### src/hw/rtl/sspr_pkg.sv
package sspr_pkg;

	// register indexes on the configuration channel
	localparam logic [2:0] REG_SPEED_PER_PULSE = 3'd0;
	localparam logic [2:0] REG_DUTY_PER_SPEED  = 3'd1;
	localparam logic [2:0] REG_ANGLE_GAIN      = 3'd2;
	localparam logic [2:0] REG_CMD_INC         = 3'd3;
	localparam logic [2:0] REG_SEEN_TOL        = 3'd4;
	localparam logic [2:0] REG_NEUTRAL_DUTY    = 3'd5;
	localparam logic [2:0] REG_DUTY_SPAN       = 3'd6;

	// duty update codes from the controller to the duty stage
	localparam logic [1:0] DUTY_HOLD    = 2'd0;
	localparam logic [1:0] DUTY_DRIVE   = 2'd1;
	localparam logic [1:0] DUTY_NEUTRAL = 2'd2;

	localparam logic [10:0] NEUTRAL_RESET = 11'd1500;
	localparam logic [17:0] MAG_LIMIT     = 18'd131072;
	localparam int          OUT_W         = 40;

	typedef struct packed {
		logic [9:0]  speed_per_pulse;
		logic [15:0] duty_per_speed;
		logic [15:0] angle_gain;
		logic [10:0] cmd_inc;
		logic [10:0] seen_tol;
		logic [10:0] neutral_duty;
		logic [9:0]  duty_span;
	} cfg_t;

	typedef struct packed {
		logic signed [12:0] target_speed;
		logic signed [5:0]  target_angle;
		logic [17:0]        mag;
		logic               pulses_zero;
		logic               stop_request;
	} meas_t;

	typedef struct packed {
		logic [1:0]         mot_mode;
		logic [1:0]         srv_mode;
		logic signed [15:0] cmd;
		logic signed [5:0]  angle;
		logic signed [17:0] speed_seen;
	} ctrl_t;

	// neutral plus offset, offset clamped to the span, result saturated to 11 bits
	function automatic logic [10:0] duty_of(input logic [15:0] mag, input logic neg,
			input logic [10:0] neutral, input logic [9:0] span);
		logic [9:0]  off;
		logic [11:0] sum;
		logic [11:0] dif;
		off = (mag > {6'd0, span}) ? span : mag[9:0];
		sum = {1'b0, neutral} + {2'b00, off};
		dif = {1'b0, neutral} - {2'b00, off};
		if (neg) begin
			duty_of = dif[11] ? 11'd0 : dif[10:0];
		end else begin
			duty_of = sum[11] ? 11'd2047 : sum[10:0];
		end
	endfunction

endpackage

### src/hw/rtl/sspr_meas.sv
module sspr_meas #(
	parameter int PULSE_BITS = 8
) (
	input  logic                   clk,
	input  logic                   load,
	input  logic [9:0]             speed_per_pulse,
	input  logic signed [12:0]     target_speed,
	input  logic signed [5:0]      target_angle,
	input  logic [PULSE_BITS-1:0]  pulse_count,
	input  logic                   stop_request,
	output sspr_pkg::meas_t        meas_s2
);
	import sspr_pkg::*;

	localparam int MW = 10 + PULSE_BITS;
	localparam int XW = (MW > 18) ? MW : 18;

	logic [MW-1:0] prod;
	logic [XW-1:0] prod_x;
	logic [17:0]   mag;

	// pulse product, limited to the largest magnitude the reverse direction can show
	assign prod   = MW'(speed_per_pulse) * MW'(pulse_count);
	assign prod_x = XW'(prod);
	assign mag    = (prod_x > XW'(MAG_LIMIT)) ? MAG_LIMIT : prod_x[17:0];

	always_ff @(posedge clk) begin
		if (load) begin
			meas_s2.target_speed <= target_speed;
			meas_s2.target_angle <= target_angle;
			meas_s2.mag          <= mag;
			meas_s2.pulses_zero  <= (pulse_count == '0);
			meas_s2.stop_request <= stop_request;
		end
	end

endmodule

### src/hw/rtl/sspr_ctrl.sv
module sspr_ctrl (
	input  logic            clk,
	input  logic            arst_n,
	input  logic            load,
	input  logic            upd,
	input  sspr_pkg::cfg_t  cfg,
	input  sspr_pkg::meas_t meas,
	output sspr_pkg::ctrl_t ctrl_s3
);
	import sspr_pkg::*;

	logic signed [12:0] last_target_q;
	logic signed [15:0] speed_command_q;
	logic signed [17:0] speed_seen_q;
	logic               reverse_dir_q;
	logic               hold_q;
	logic signed [5:0]  last_angle_q;

	logic signed [12:0] tgt;
	logic               case_rev, case_same, run_reg, tgt_zero;
	logic signed [12:0] lt_in;
	logic               hold_in, seen0_zero;
	logic signed [15:0] cmd_base;
	logic signed [17:0] seen_m;
	logic signed [18:0] neg_mag;
	logic signed [18:0] diff;
	logic [18:0]        diff_abs;
	logic               reached;
	logic signed [17:0] cmd_wide;
	logic signed [15:0] cmd_step;

	logic signed [12:0] lt_d;
	logic signed [15:0] cmd_d;
	logic signed [17:0] seen_d;
	logic               rev_d, hold_d;
	logic signed [5:0]  la_d;
	ctrl_t              ctrl_d;

	always_comb begin
		tgt        = meas.target_speed;
		case_rev   = (speed_seen_q > 18'sd0) && tgt[12];
		case_same  = !case_rev && (last_target_q == tgt);
		run_reg    = case_rev || case_same;
		tgt_zero   = (tgt == 13'sd0);
		lt_in      = case_rev ? 13'sd0 : last_target_q;
		hold_in    = case_rev || hold_q;
		seen0_zero = meas.pulses_zero || (speed_seen_q == 18'sd0);

		// command reload when no speed was seen
		if (!seen0_zero) begin
			cmd_base = speed_command_q;
		end else if (hold_in) begin
			cmd_base = $signed({{3{lt_in[12]}}, lt_in});
		end else begin
			cmd_base = $signed({{3{tgt[12]}}, tgt});
		end

		neg_mag = -$signed({1'b0, meas.mag});
		if (reverse_dir_q) begin
			seen_m = neg_mag[17:0];
		end else begin
			seen_m = meas.mag[17] ? 18'sh1FFFF : $signed(meas.mag);
		end

		diff     = $signed({{6{tgt[12]}}, tgt}) - $signed({seen_m[17], seen_m});
		diff_abs = diff[18] ? 19'(-diff) : 19'(diff);
		reached  = (reverse_dir_q && (lt_in == 13'sd0)) || (diff_abs <= {8'd0, cfg.seen_tol});

		cmd_wide = $signed({{2{cmd_base[15]}}, cmd_base});
		if (diff[18]) begin
			cmd_wide = cmd_wide - $signed({7'd0, cfg.cmd_inc});
		end else if (diff != 19'sd0) begin
			cmd_wide = cmd_wide + $signed({7'd0, cfg.cmd_inc});
		end
		if (cmd_wide > 18'sd32767) begin
			cmd_step = 16'sh7FFF;
		end else if (cmd_wide < -18'sd32768) begin
			cmd_step = 16'sh8000;
		end else begin
			cmd_step = cmd_wide[15:0];
		end

		lt_d            = tgt;
		cmd_d           = speed_command_q;
		seen_d          = speed_seen_q;
		rev_d           = reverse_dir_q;
		hold_d          = hold_q;
		la_d            = last_angle_q;
		ctrl_d.mot_mode = DUTY_HOLD;
		ctrl_d.srv_mode = DUTY_HOLD;

		if (meas.stop_request) begin
			lt_d            = 13'sd0;
			cmd_d           = 16'sd0;
			seen_d          = 18'sd0;
			rev_d           = 1'b0;
			hold_d          = 1'b0;
			la_d            = 6'sd0;
			ctrl_d.mot_mode = DUTY_NEUTRAL;
			ctrl_d.srv_mode = DUTY_NEUTRAL;
		end else begin
			if (run_reg) begin
				seen_d = seen_m;
				hold_d = hold_in && !seen0_zero;
				if (tgt_zero) begin
					// zero target: back to neutral
					cmd_d           = 16'sd0;
					rev_d           = 1'b0;
					la_d            = 6'sd0;
					ctrl_d.mot_mode = DUTY_NEUTRAL;
					ctrl_d.srv_mode = DUTY_NEUTRAL;
				end else if (reached) begin
					cmd_d = cmd_base;
				end else begin
					cmd_d           = cmd_step;
					ctrl_d.mot_mode = DUTY_DRIVE;
				end
			end else begin
				// new target: drive the held command, take the new direction
				rev_d           = tgt[12];
				ctrl_d.mot_mode = DUTY_DRIVE;
			end
			if (meas.target_angle != la_d) begin
				la_d            = meas.target_angle;
				ctrl_d.srv_mode = DUTY_DRIVE;
			end
		end

		ctrl_d.cmd        = cmd_d;
		ctrl_d.angle      = meas.target_angle;
		ctrl_d.speed_seen = seen_d;
	end

	always_ff @(posedge clk or negedge arst_n) begin
		if (!arst_n) begin
			last_target_q   <= '0;
			speed_command_q <= '0;
			speed_seen_q    <= '0;
			reverse_dir_q   <= 1'b0;
			hold_q          <= 1'b0;
			last_angle_q    <= '0;
		end else if (upd) begin
			last_target_q   <= lt_d;
			speed_command_q <= cmd_d;
			speed_seen_q    <= seen_d;
			reverse_dir_q   <= rev_d;
			hold_q          <= hold_d;
			last_angle_q    <= la_d;
		end
	end

	always_ff @(posedge clk) begin
		if (load) begin
			ctrl_s3 <= ctrl_d;
		end
	end

endmodule

### src/hw/rtl/sspr_duty.sv
module sspr_duty (
	input  logic               clk,
	input  logic               arst_n,
	input  logic               load,
	input  sspr_pkg::cfg_t     cfg,
	input  sspr_pkg::ctrl_t    ctrl,
	output logic [10:0]        motor_duty_q,
	output logic [10:0]        servo_duty_q,
	output logic signed [17:0] measured_speed_q
);
	import sspr_pkg::*;

	logic [16:0] cmd_mag;
	logic [32:0] mot_prod;
	logic [32:0] mot_rnd;
	logic [5:0]  ang_mag;
	logic [21:0] srv_prod;
	logic [21:0] srv_rnd;
	logic [10:0] mot_drive, srv_drive;
	logic [10:0] mot_d, srv_d;

	// round half away from zero on the magnitude, sign restored by the clamp
	assign cmd_mag   = ctrl.cmd[15] ? 17'(-{ctrl.cmd[15], ctrl.cmd})
	                                : {1'b0, ctrl.cmd};
	assign mot_prod  = 33'(cmd_mag) * 33'(cfg.duty_per_speed);
	assign mot_rnd   = mot_prod + 33'd32768;
	assign mot_drive = duty_of(mot_rnd[31:16], ctrl.cmd[15], cfg.neutral_duty, cfg.duty_span);

	assign ang_mag   = ctrl.angle[5] ? 6'(-ctrl.angle) : ctrl.angle;
	assign srv_prod  = 22'(ang_mag) * 22'(cfg.angle_gain);
	assign srv_rnd   = srv_prod + 22'd128;
	assign srv_drive = duty_of({2'b00, srv_rnd[21:8]}, ctrl.angle[5], cfg.neutral_duty,
		cfg.duty_span);

	always_comb begin
		case (ctrl.mot_mode)
			DUTY_DRIVE:   mot_d = mot_drive;
			DUTY_NEUTRAL: mot_d = cfg.neutral_duty;
			default:      mot_d = motor_duty_q;
		endcase
		case (ctrl.srv_mode)
			DUTY_DRIVE:   srv_d = srv_drive;
			DUTY_NEUTRAL: srv_d = cfg.neutral_duty;
			default:      srv_d = servo_duty_q;
		endcase
	end

	// result register doubles as the held duty state
	always_ff @(posedge clk or negedge arst_n) begin
		if (!arst_n) begin
			motor_duty_q     <= NEUTRAL_RESET;
			servo_duty_q     <= NEUTRAL_RESET;
			measured_speed_q <= '0;
		end else if (load) begin
			motor_duty_q     <= mot_d;
			servo_duty_q     <= srv_d;
			measured_speed_q <= ctrl.speed_seen;
		end
	end

endmodule

### src/hw/rtl/stepped_speed_regulator_pwm_core.sv
// a request passes the input, product, controller and result registers before m_axis
// throughput: one request per cycle unless m_axis_tready holds results back, four register stages
// no stall inside the datapath; the regulator state sits in one stage, read and written in the same cycle
// reset: controller state cleared, both duties held at 1500, measured speed 0,
// configuration registers back to their default values
module stepped_speed_regulator_pwm_core #(
	parameter int PULSE_BITS = 8
) (
	input  logic                                     clk,
	input  logic                                     arst_n,
	// input requests
	input  logic                                     s_axis_tvalid,
	output logic                                     s_axis_tready,
	// target_speed, target_angle, pulse_count, stop_request (lowest bit first)
	input  logic [((20+PULSE_BITS+7)/8)*8-1:0]       s_axis_tdata,
	// results
	output logic                                     m_axis_tvalid,
	input  logic                                     m_axis_tready,
	// motor_duty, servo_duty, measured_speed (lowest bit first)
	output logic [sspr_pkg::OUT_W-1:0]               m_axis_tdata,
	// configuration writes
	input  logic                                     cfg_valid,
	output logic                                     cfg_ready,
	input  logic [2:0]                               cfg_index,
	input  logic [15:0]                              cfg_data
);
	import sspr_pkg::*;

	// field positions in s_axis_tdata
	localparam int ANG_LO  = 13;
	localparam int PLS_LO  = 19;
	localparam int STOP_AT = 19 + PULSE_BITS;

	cfg_t cfg_q;

	// stage valids: input register, measured product, controller, result
	logic v_s1, v_s2, v_s3, v_out_q;
	logic rdy1, rdy2, rdy3, rdy_out;

	logic signed [12:0]    tgt_s1;
	logic signed [5:0]     ang_s1;
	logic [PULSE_BITS-1:0] pls_s1;
	logic                  stop_s1;

	meas_t meas_s2;
	ctrl_t ctrl_s3;

	logic [10:0]        motor_duty_q;
	logic [10:0]        servo_duty_q;
	logic signed [17:0] measured_speed_q;

	// each stage moves when the one below is empty or moving
	assign rdy_out       = !v_out_q || m_axis_tready;
	assign rdy3          = !v_s3 || rdy_out;
	assign rdy2          = !v_s2 || rdy3;
	assign rdy1          = !v_s1 || rdy2;
	assign s_axis_tready = rdy1;
	assign m_axis_tvalid = v_out_q;
	assign m_axis_tdata  = {measured_speed_q, servo_duty_q, motor_duty_q};

	// configuration port, always ready
	assign cfg_ready = 1'b1;

	always_ff @(posedge clk or negedge arst_n) begin
		if (!arst_n) begin
			cfg_q.speed_per_pulse <= 10'd322;
			cfg_q.duty_per_speed  <= 16'd3818;
			cfg_q.angle_gain      <= 16'd4267;
			cfg_q.cmd_inc         <= 11'd64;
			cfg_q.seen_tol        <= 11'd13;
			cfg_q.neutral_duty    <= 11'd1500;
			cfg_q.duty_span       <= 10'd500;
		end else if (cfg_valid) begin
			unique case (cfg_index)
				REG_SPEED_PER_PULSE: cfg_q.speed_per_pulse <= cfg_data[9:0];
				REG_DUTY_PER_SPEED:  cfg_q.duty_per_speed  <= cfg_data;
				REG_ANGLE_GAIN:      cfg_q.angle_gain      <= cfg_data;
				REG_CMD_INC:         cfg_q.cmd_inc         <= cfg_data[10:0];
				REG_SEEN_TOL:        cfg_q.seen_tol        <= cfg_data[10:0];
				REG_NEUTRAL_DUTY:    cfg_q.neutral_duty    <= cfg_data[10:0];
				REG_DUTY_SPAN:       cfg_q.duty_span       <= cfg_data[9:0];
				default: ;
			endcase
		end
	end

	// stage valid bits
	always_ff @(posedge clk or negedge arst_n) begin
		if (!arst_n) begin
			v_s1    <= 1'b0;
			v_s2    <= 1'b0;
			v_s3    <= 1'b0;
			v_out_q <= 1'b0;
		end else begin
			if (rdy1) begin
				v_s1 <= s_axis_tvalid;
			end
			if (rdy2) begin
				v_s2 <= v_s1;
			end
			if (rdy3) begin
				v_s3 <= v_s2;
			end
			if (rdy_out) begin
				v_out_q <= v_s3;
			end
		end
	end

	// input register, payload only
	always_ff @(posedge clk) begin
		if (rdy1) begin
			tgt_s1  <= $signed(s_axis_tdata[ANG_LO-1:0]);
			ang_s1  <= $signed(s_axis_tdata[PLS_LO-1:ANG_LO]);
			pls_s1  <= s_axis_tdata[STOP_AT-1:PLS_LO];
			stop_s1 <= s_axis_tdata[STOP_AT];
		end
	end

	// encoder pulses times speed per pulse
	sspr_meas #(
		.PULSE_BITS(PULSE_BITS)
	) u_meas (
		.clk            (clk),
		.load           (rdy2),
		.speed_per_pulse(cfg_q.speed_per_pulse),
		.target_speed   (tgt_s1),
		.target_angle   (ang_s1),
		.pulse_count    (pls_s1),
		.stop_request   (stop_s1),
		.meas_s2        (meas_s2)
	);

	// regulator state; updated only when a valid request moves into this stage
	sspr_ctrl u_ctrl (
		.clk    (clk),
		.arst_n (arst_n),
		.load   (rdy3),
		.upd    (v_s2 && rdy3),
		.cfg    (cfg_q),
		.meas   (meas_s2),
		.ctrl_s3(ctrl_s3)
	);

	// duty scaling, clamping and the result register
	sspr_duty u_duty (
		.clk             (clk),
		.arst_n          (arst_n),
		.load            (v_s3 && rdy_out),
		.cfg             (cfg_q),
		.ctrl            (ctrl_s3),
		.motor_duty_q    (motor_duty_q),
		.servo_duty_q    (servo_duty_q),
		.measured_speed_q(measured_speed_q)
	);

endmodule

### config.mk
export PLATFORM = sky130hd
export DESIGN_NAME = stepped_speed_regulator_pwm_core
export DESIGN_NICKNAME = d
export VERILOG_FILES = /design/src/hw/rtl/sspr_pkg.sv /design/src/hw/rtl/sspr_meas.sv /design/src/hw/rtl/sspr_ctrl.sv /design/src/hw/rtl/sspr_duty.sv /design/src/hw/rtl/stepped_speed_regulator_pwm_core.sv
export SDC_FILE = /design/constraint.sdc
export NUM_CORES = 2
export LEC_CHECK = 0
export BUFFER_PORTS_ARGS = -buffer_cell sky130_fd_sc_hd__buf_2
export CORE_UTILIZATION = 30
export DETAILED_ROUTE_END_ITERATION = 7
export SLEW_MARGIN = 10
export SYNTH_ARGS = -nofsm -noshare
export SYNTH_HDL_FRONTEND = slang
export SYNTH_SLANG_ARGS = --single-unit
### constraint.sdc
create_clock -name clk -period 28.5 [get_ports clk]
set_input_delay 1.425 -clock clk [delete_from_list [all_inputs] [get_ports clk]]
set_output_delay 1.425 -clock clk [all_outputs]
set_load 0.05 [all_outputs]
# After elaboration in Yosys (flattened, before gate mapping)
# Cells that the tools add are included.
# totals
register_bits	295
out_inout_bits	43
# op_classes
n_addsub	13
multipliers	3
order_cmp	7
eq_ne	13
mux	45
reduce_logical	40
# ops
op	n
two-way mux 16 bit	8
two-way mux 18 bit	5
two-way mux 11 bit	6
one-hot mux 11 bit (2 select lines)	2
two-way mux 6 bit	6
two-way mux 17 bit	2
adder 32 x 16 -> 32 bit (second input constant)	1
multiplier 17 x 16 -> 32 bit	1
zero test 13 bit	2
two-way mux 13 bit	2
adder 11 x 10 -> 12 bit	2
subtractor 11 x 10 -> 12 bit	2
adder 22 x 8 -> 22 bit (second input constant)	1
multiplier 6 x 16 -> 22 bit	1
AND reduction 2 bit	11
two-way mux 10 bit	2
less-or-equal comparator 19 x 11 -> 1 bit	1
two-way mux 19 bit	1
negation 19 bit	1
nonzero test 19 bit	1
subtractor 13 x 18 -> 19 bit	1
> comparator 18 x 1 -> 1 bit (second input constant)	1
> comparator 18 x 16 -> 1 bit (second input constant)	1
> comparator 18 bit (second input constant)	1
other kinds (26)	59

# Logic depth before layout (Yosys ltp)
# logic_depth
ltp_word	15
depth_mapped	55
ltp_nobuf	54

# Cells and area by module
# Synthesis repeated with hierarchy kept, for this count alone.
# hier_totals
hier_cells	3552
area_unflattened_um2	33362.0
# modules_own_cells
module	n_inst	cells_each	area_per_inst_um2
sspr_duty	1	1883	16268.1
sspr_ctrl	1	1054	8724.6
stepped_speed_regulator_pwm_core	1	231	4389.2
sspr_meas	1	384	3980.1

# Worst setup path before layout
# OpenSTA, ideal clock, no wires.
# synth_path
path_type	register to register
from	reg u_ctrl.ctrl_s3[26] (netlist name)
to	reg u_duty.motor_duty_q[10]
setup_time_ns	0.091
t_arrival_ns	11.283
path_slack_ns	17.126
path_stages_with_launch	51
path_buffers	2
cell_sequence	edfxtp_1 > nor3_1 > nand3_1 > or3_1 > or3_1 > o31ai_1 > xnor2_1 > clkbuf_1 > nand2_1 > fa_1 > fa_1 > fa_1 > inv_1 > fa_1 > fa_1 > inv_1 > fa_1 > inv_1 > [15 not listed] > nor3_2 > buf_4 > mux2i_1 > ha_1 > inv_1 > fa_1 > nand2b_1 > a21oi_1 > o21ai_0 > a21oi_1 > or2_2 > a21o_1 > a21oi_1 > nor2_1 > nor2_1 > and3_1 > o32ai_1 > o31ai_1
# synth_via
elab_chain_len	10
elab_cells_between_ends	12
cone_classes	4 x add/sub; 1 x mul; 1 x order compare; 6 x mux
# synth_lines
item	line	rtl
negation 17 bit	sspr_duty.sv:23	assign cmd_mag = ctrl.cmd[15] ? 17'(-{ctrl.cmd[15], ctrl.cmd})
two-way mux 17 bit *	sspr_duty.sv:23	
multiplier 17 x 16 -> 32 bit *	sspr_duty.sv:25	assign mot_prod = 33'(cmd_mag) * 33'(cfg.duty_per_speed);
adder 32 x 16 -> 32 bit *	sspr_duty.sv:26	assign mot_rnd = mot_prod + 33'd32768;
> comparator 16 x 10 -> 1 bit	sspr_pkg.sv:53	off = (mag > {6'd0, span}) ? span : mag[9:0];
two-way mux 10 bit *	sspr_pkg.sv:53	
adder 11 x 10 -> 12 bit or subtractor 11 x 10 -> 12 bit (tied branches)	sspr_pkg.sv:54, sspr_pkg.sv:55	
two-way mux 11 bit (on tied branches)	sspr_pkg.sv:59, sspr_pkg.sv:57	
two-way mux 11 bit *	sspr_pkg.sv:56	if (neg) begin
one-hot mux 11 bit (2 select lines) *	sspr_duty.sv:36	case (ctrl.mot_mode)
end signal: assignment	sspr_duty.sv:55	motor_duty_q <= mot_d;
end: declaration	sspr_duty.sv:7	output logic [10:0] motor_duty_q,
# Every way passes the cells marked *; elsewhere a longest branch is shown, timed or not.
# A chain may end at the register's enable or synchronous reset.

# Final worst setup path
# layout_path
from	reg u_ctrl.ctrl_s3[24] (netlist name)
to	reg u_duty.motor_duty_q[7]
# layout_via
elab_chain_len	10
elab_cells_between_ends	12
cone_classes	4 x add/sub; 1 x mul; 1 x order compare; 6 x mux
# layout_lines
item	line
negation 17 bit	sspr_duty.sv:23
two-way mux 17 bit *	sspr_duty.sv:23
multiplier 17 x 16 -> 32 bit *	sspr_duty.sv:25
adder 32 x 16 -> 32 bit *	sspr_duty.sv:26
> comparator 16 x 10 -> 1 bit	sspr_pkg.sv:53
two-way mux 10 bit *	sspr_pkg.sv:53
adder 11 x 10 -> 12 bit or subtractor 11 x 10 -> 12 bit (tied branches)	sspr_pkg.sv:54, sspr_pkg.sv:55
two-way mux 11 bit (on tied branches)	sspr_pkg.sv:59, sspr_pkg.sv:57
two-way mux 11 bit *	sspr_pkg.sv:56
one-hot mux 11 bit (2 select lines) *	sspr_duty.sv:36
# Marks and branches as above.

==> summary.txt <==
Outcome
  – Status: finished clean

Place
  – Port Buffers: 93
  – GPL Wtd Cong: around 0.9
  – Placed wire-length estimate: between 60 and 70 mm
  – Placement Cell Area: approximately 34000 um^2

Clock network
  – Post-CTS Setup Bufs: 0
  – Post-cts resize count: 0
  – Clk buf depth: 3
  – H-Tree Depth: 2
  – Clock slew at reported path FFs: roughly 60 ps
  – Clk root buf: clkbuf_16
  – CTS hold repair buffers: 0
  – Num CTS Buffers: 36
  – Clock Sinks: roughly 300
  – CTS tree: done
  – Worst-skew pair later-pin latency: between 500 and 600 ps

Critical path
  – Worst-path fanout max: 19
  – Origin of the critical flop-to-flop path: u_ctrl.ctrl_s3[24]
  – Setup CP Type: flop to flop
  – Crit path max-delay family: compound AO/OA/AOI/OAI gates
  – R2R depth: 50
  – WP buf/inv: 7
  – Crit path top cell by count: fa_1
  – CP arrival: roughly 14000 ps
  – RR Endpoint: u_duty.motor_duty_q[7]
  – Startpoint Class: flop
  – Worst setup EP type: flop
  – CP max stage delay: 630 ps
  – Data required, critical path: around 29000 ps
  – Crit-path slowest cell: edfxtp_1
  – Reg2reg setup slack: 15350 ps

Timing
  – Final hold vios: 0
  – Worst Max-Slew Pin Slew: between 1000 and 1500 ps
  – Post-route minimum period: 13150 ps
  – Fmax: approximately 76 MHz
  – Period utilization: between 40% and 50%
  – RSZ-0062 raised after global routing: no
  – Setup Viol. Count Final: 0
  – Slew margin rel.: around 15%
  – Final Skew: about 18 ps
  – Final-report max-slew violation count: 0
  – Fin Setup TNS: 0 ps

Hold path
  – Worst Hold Depth: 0
  – Hold path start: tgt_s1[3]
  – HP Class: flop to flop
  – Hold EP: u_meas.meas_s2[29]

Finish
  – Design Area, Final: approximately 36000 um^2
  – Fillers: 10846
  – Most common cell after layout, fill and taps aside: inv_1
  – Layout net count: about 4200
  – Commonest non-fill, non-tap cells in the layout: inv_1, nand2_1, fa_1
  – Syn-to-layout area delta: 10.6%
  – Share of cells above drive strength 1: a little under an eighth

Routing
  – DRC viols: 0
  – Post-route ant nets: 0
  – Avg WL per Cell: roughly 17 um
  – Via-to-Cell Ratio: 4.94
  – DR vias: between 20000 and 25000
  – TritonRoute pass-1 iters: 7
  – Starting DRT DRC Count: 1282
  – DRT Wirelength: approximately 84 mm

Floorplan
  – Row count: between 100 and 150
  – Die Width: between 300 and 400 um
  – Full die area: 109000 um^2
  – IO Pins: a little under 100
  – Initial core utilization: just over 30%
  – Die H: between 300 and 400 um
  – Total core area: about 110000 um^2

Synthesis
  – Cell Area, Synth: roughly 32000 um^2
  – Mean Syn Cell Area: between 9 and 10 um^2
  – Post-synth ARST share: between 60% and 70%
  – Sequential share of the synthesized area: 24.8%
  – Yosys warning count: 0
  – EDFF count, synth: approximately 110
  – Synth Register Bits: slightly below 300
  – Primary FF master, synth: dfrtp_1
  – Cells after synthesis: 3436
  – Netlist cell types: between 90 and 100

Global routing
  – Gr usage total: between 10% and 20%
  – Initial antenna violation count: 11
  – First-pass GRT wire length: about 140 mm
  – Vias in the first global route: approximately 24000
  – Gr ovfl total: 0
  – Largest net degree at the start of global routing: 66

Run
  – Max-cap violations: 0
-- per-layer routing --
metal	up-vias	share of wire [%]	GRT usage [%]
met5	-	0	0
met4	0	2.3	3.95
met3	102	4.1	1.78
met2	484	49	27.2
met1	12161	44	20.7
li1	11529	-	-
-- worst max path at each step --
stage	cells after the start	slack (ps)	startpoint	to
global placement	50	15380	u_ctrl.ctrl_s3[24]	u_duty.motor_duty_q[6]
global route	50	14150	u_ctrl.ctrl_s3[24]	u_duty.motor_duty_q[7]
CTS	50	15210	u_ctrl.ctrl_s3[24]	u_duty.motor_duty_q[6]
floorplan	50	17130	u_ctrl.ctrl_s3[26]	u_duty.motor_duty_q[10]
detailed placement	50	15310	u_ctrl.ctrl_s3[24]	u_duty.motor_duty_q[6]
finish	50	15350	u_ctrl.ctrl_s3[24]	u_duty.motor_duty_q[7]
-- synthesized netlist by cell type, types with 7 or more instances --
cell type    n  area [um^2]
a311oi_1     8         70.1
nand2b_1    29          181
nand3_1     30          150
mux2i_1     50          500
mux2_2     116         1310
and3_1      12         75.1
o21ai_0    155          776
a31oi_1     28          175
a22o_1      26          228
or3_1       22          138
clkbuf_1   113          424
o31ai_1     26          195
nand4_1     13         81.3
nand4b_1     7         61.3
buf_1        8         30.0
nor4_1      11         68.8
and2_1     178         1110
ha_1       310         3880
dfstp_2     48         1260
nor2b_1     24          150
edfxtp_1   111         3330
a21o_1      32          240
o21a_1      28          210
fa_1       317         6350
a211oi_1     9         67.6
xor2_1      37          324
o22a_1      10         87.6
o22ai_1     14         87.6
inv_1      468         1760
nand2_1    442         1660
nor3_1      59          295
o211ai_1    13         97.6
xnor2_1     94          823
dfrtp_1    136         3400
or2_2       12         75.1
a21oi_1    130          651
o21bai_1    29          218
or4_1        7         52.6
nor2_1     166          623
-- final cells by class --
class	count	area [um^2]	share of cell area [%]
diodes	4	10.0	0.0281
clock buffers	41	950	2.67
clock inverters	23	279	0.784
inverters	469	1760	4.95
multi-input cells	2560	22100	62.1
flip-flops and latches	295	8000	22.5
well taps	1391	1740	4.89
repair buffers	132	767	2.16
-- logic make-up after synthesis --
| group | after synthesis | share of synthesized area (%) |
|---|---|---|
| other | 2 | 0.0233 |
| xor gates and xnor gates | 131 | 3.56 |
| buffers and inverters | 595 | 6.98 |
| DFF | 295 | 24.8 |
| AOI/OAI and AO/OA | 580 | 11.7 |
| muxes | 166 | 5.61 |
| adders and majority gates | 628 | 31.8 |
| and+or+nand+nor | 1039 | 15.5 |
-- sequential cells by signal, summed over array words and instances (netlist names), 6 cells and up --
signal / flops
u_duty.servo_duty_q: 11
u_ctrl.speed_seen_q: 18
u_duty.motor_duty_q: 11
u_ctrl.speed_command_q: 16
cfg_q: 85
u_ctrl.last_target_q: 13
tgt_s1: 13
u_ctrl.last_angle_q: 6
u_meas.meas_s2: 39
pls_s1: 8
u_duty.measured_speed_q: 18
u_ctrl.ctrl_s3: 44
ang_s1: 6
-- per-stage QoR --
step / std cells / setup slack (ps) / hold WS [ps] / utilization (%)
2_1_floorplan: 3450 / 17130 / 400 / -
3_3_place_gp: 4847 / 15380 / 401 / 32.4
3_5_place_dp: 4847 / 15310 / 405 / 32.4
4_1_cts: 4911 / 15210 / 417 / 33.6
5_1_grt: 4914 / 14150 / 421 / 33.6
6_report: 4915 / 15350 / 418 / 33.6
Power is not shown: default switching activity piles up to over one toggle a cycle in this logic, so the estimate is an artifact.
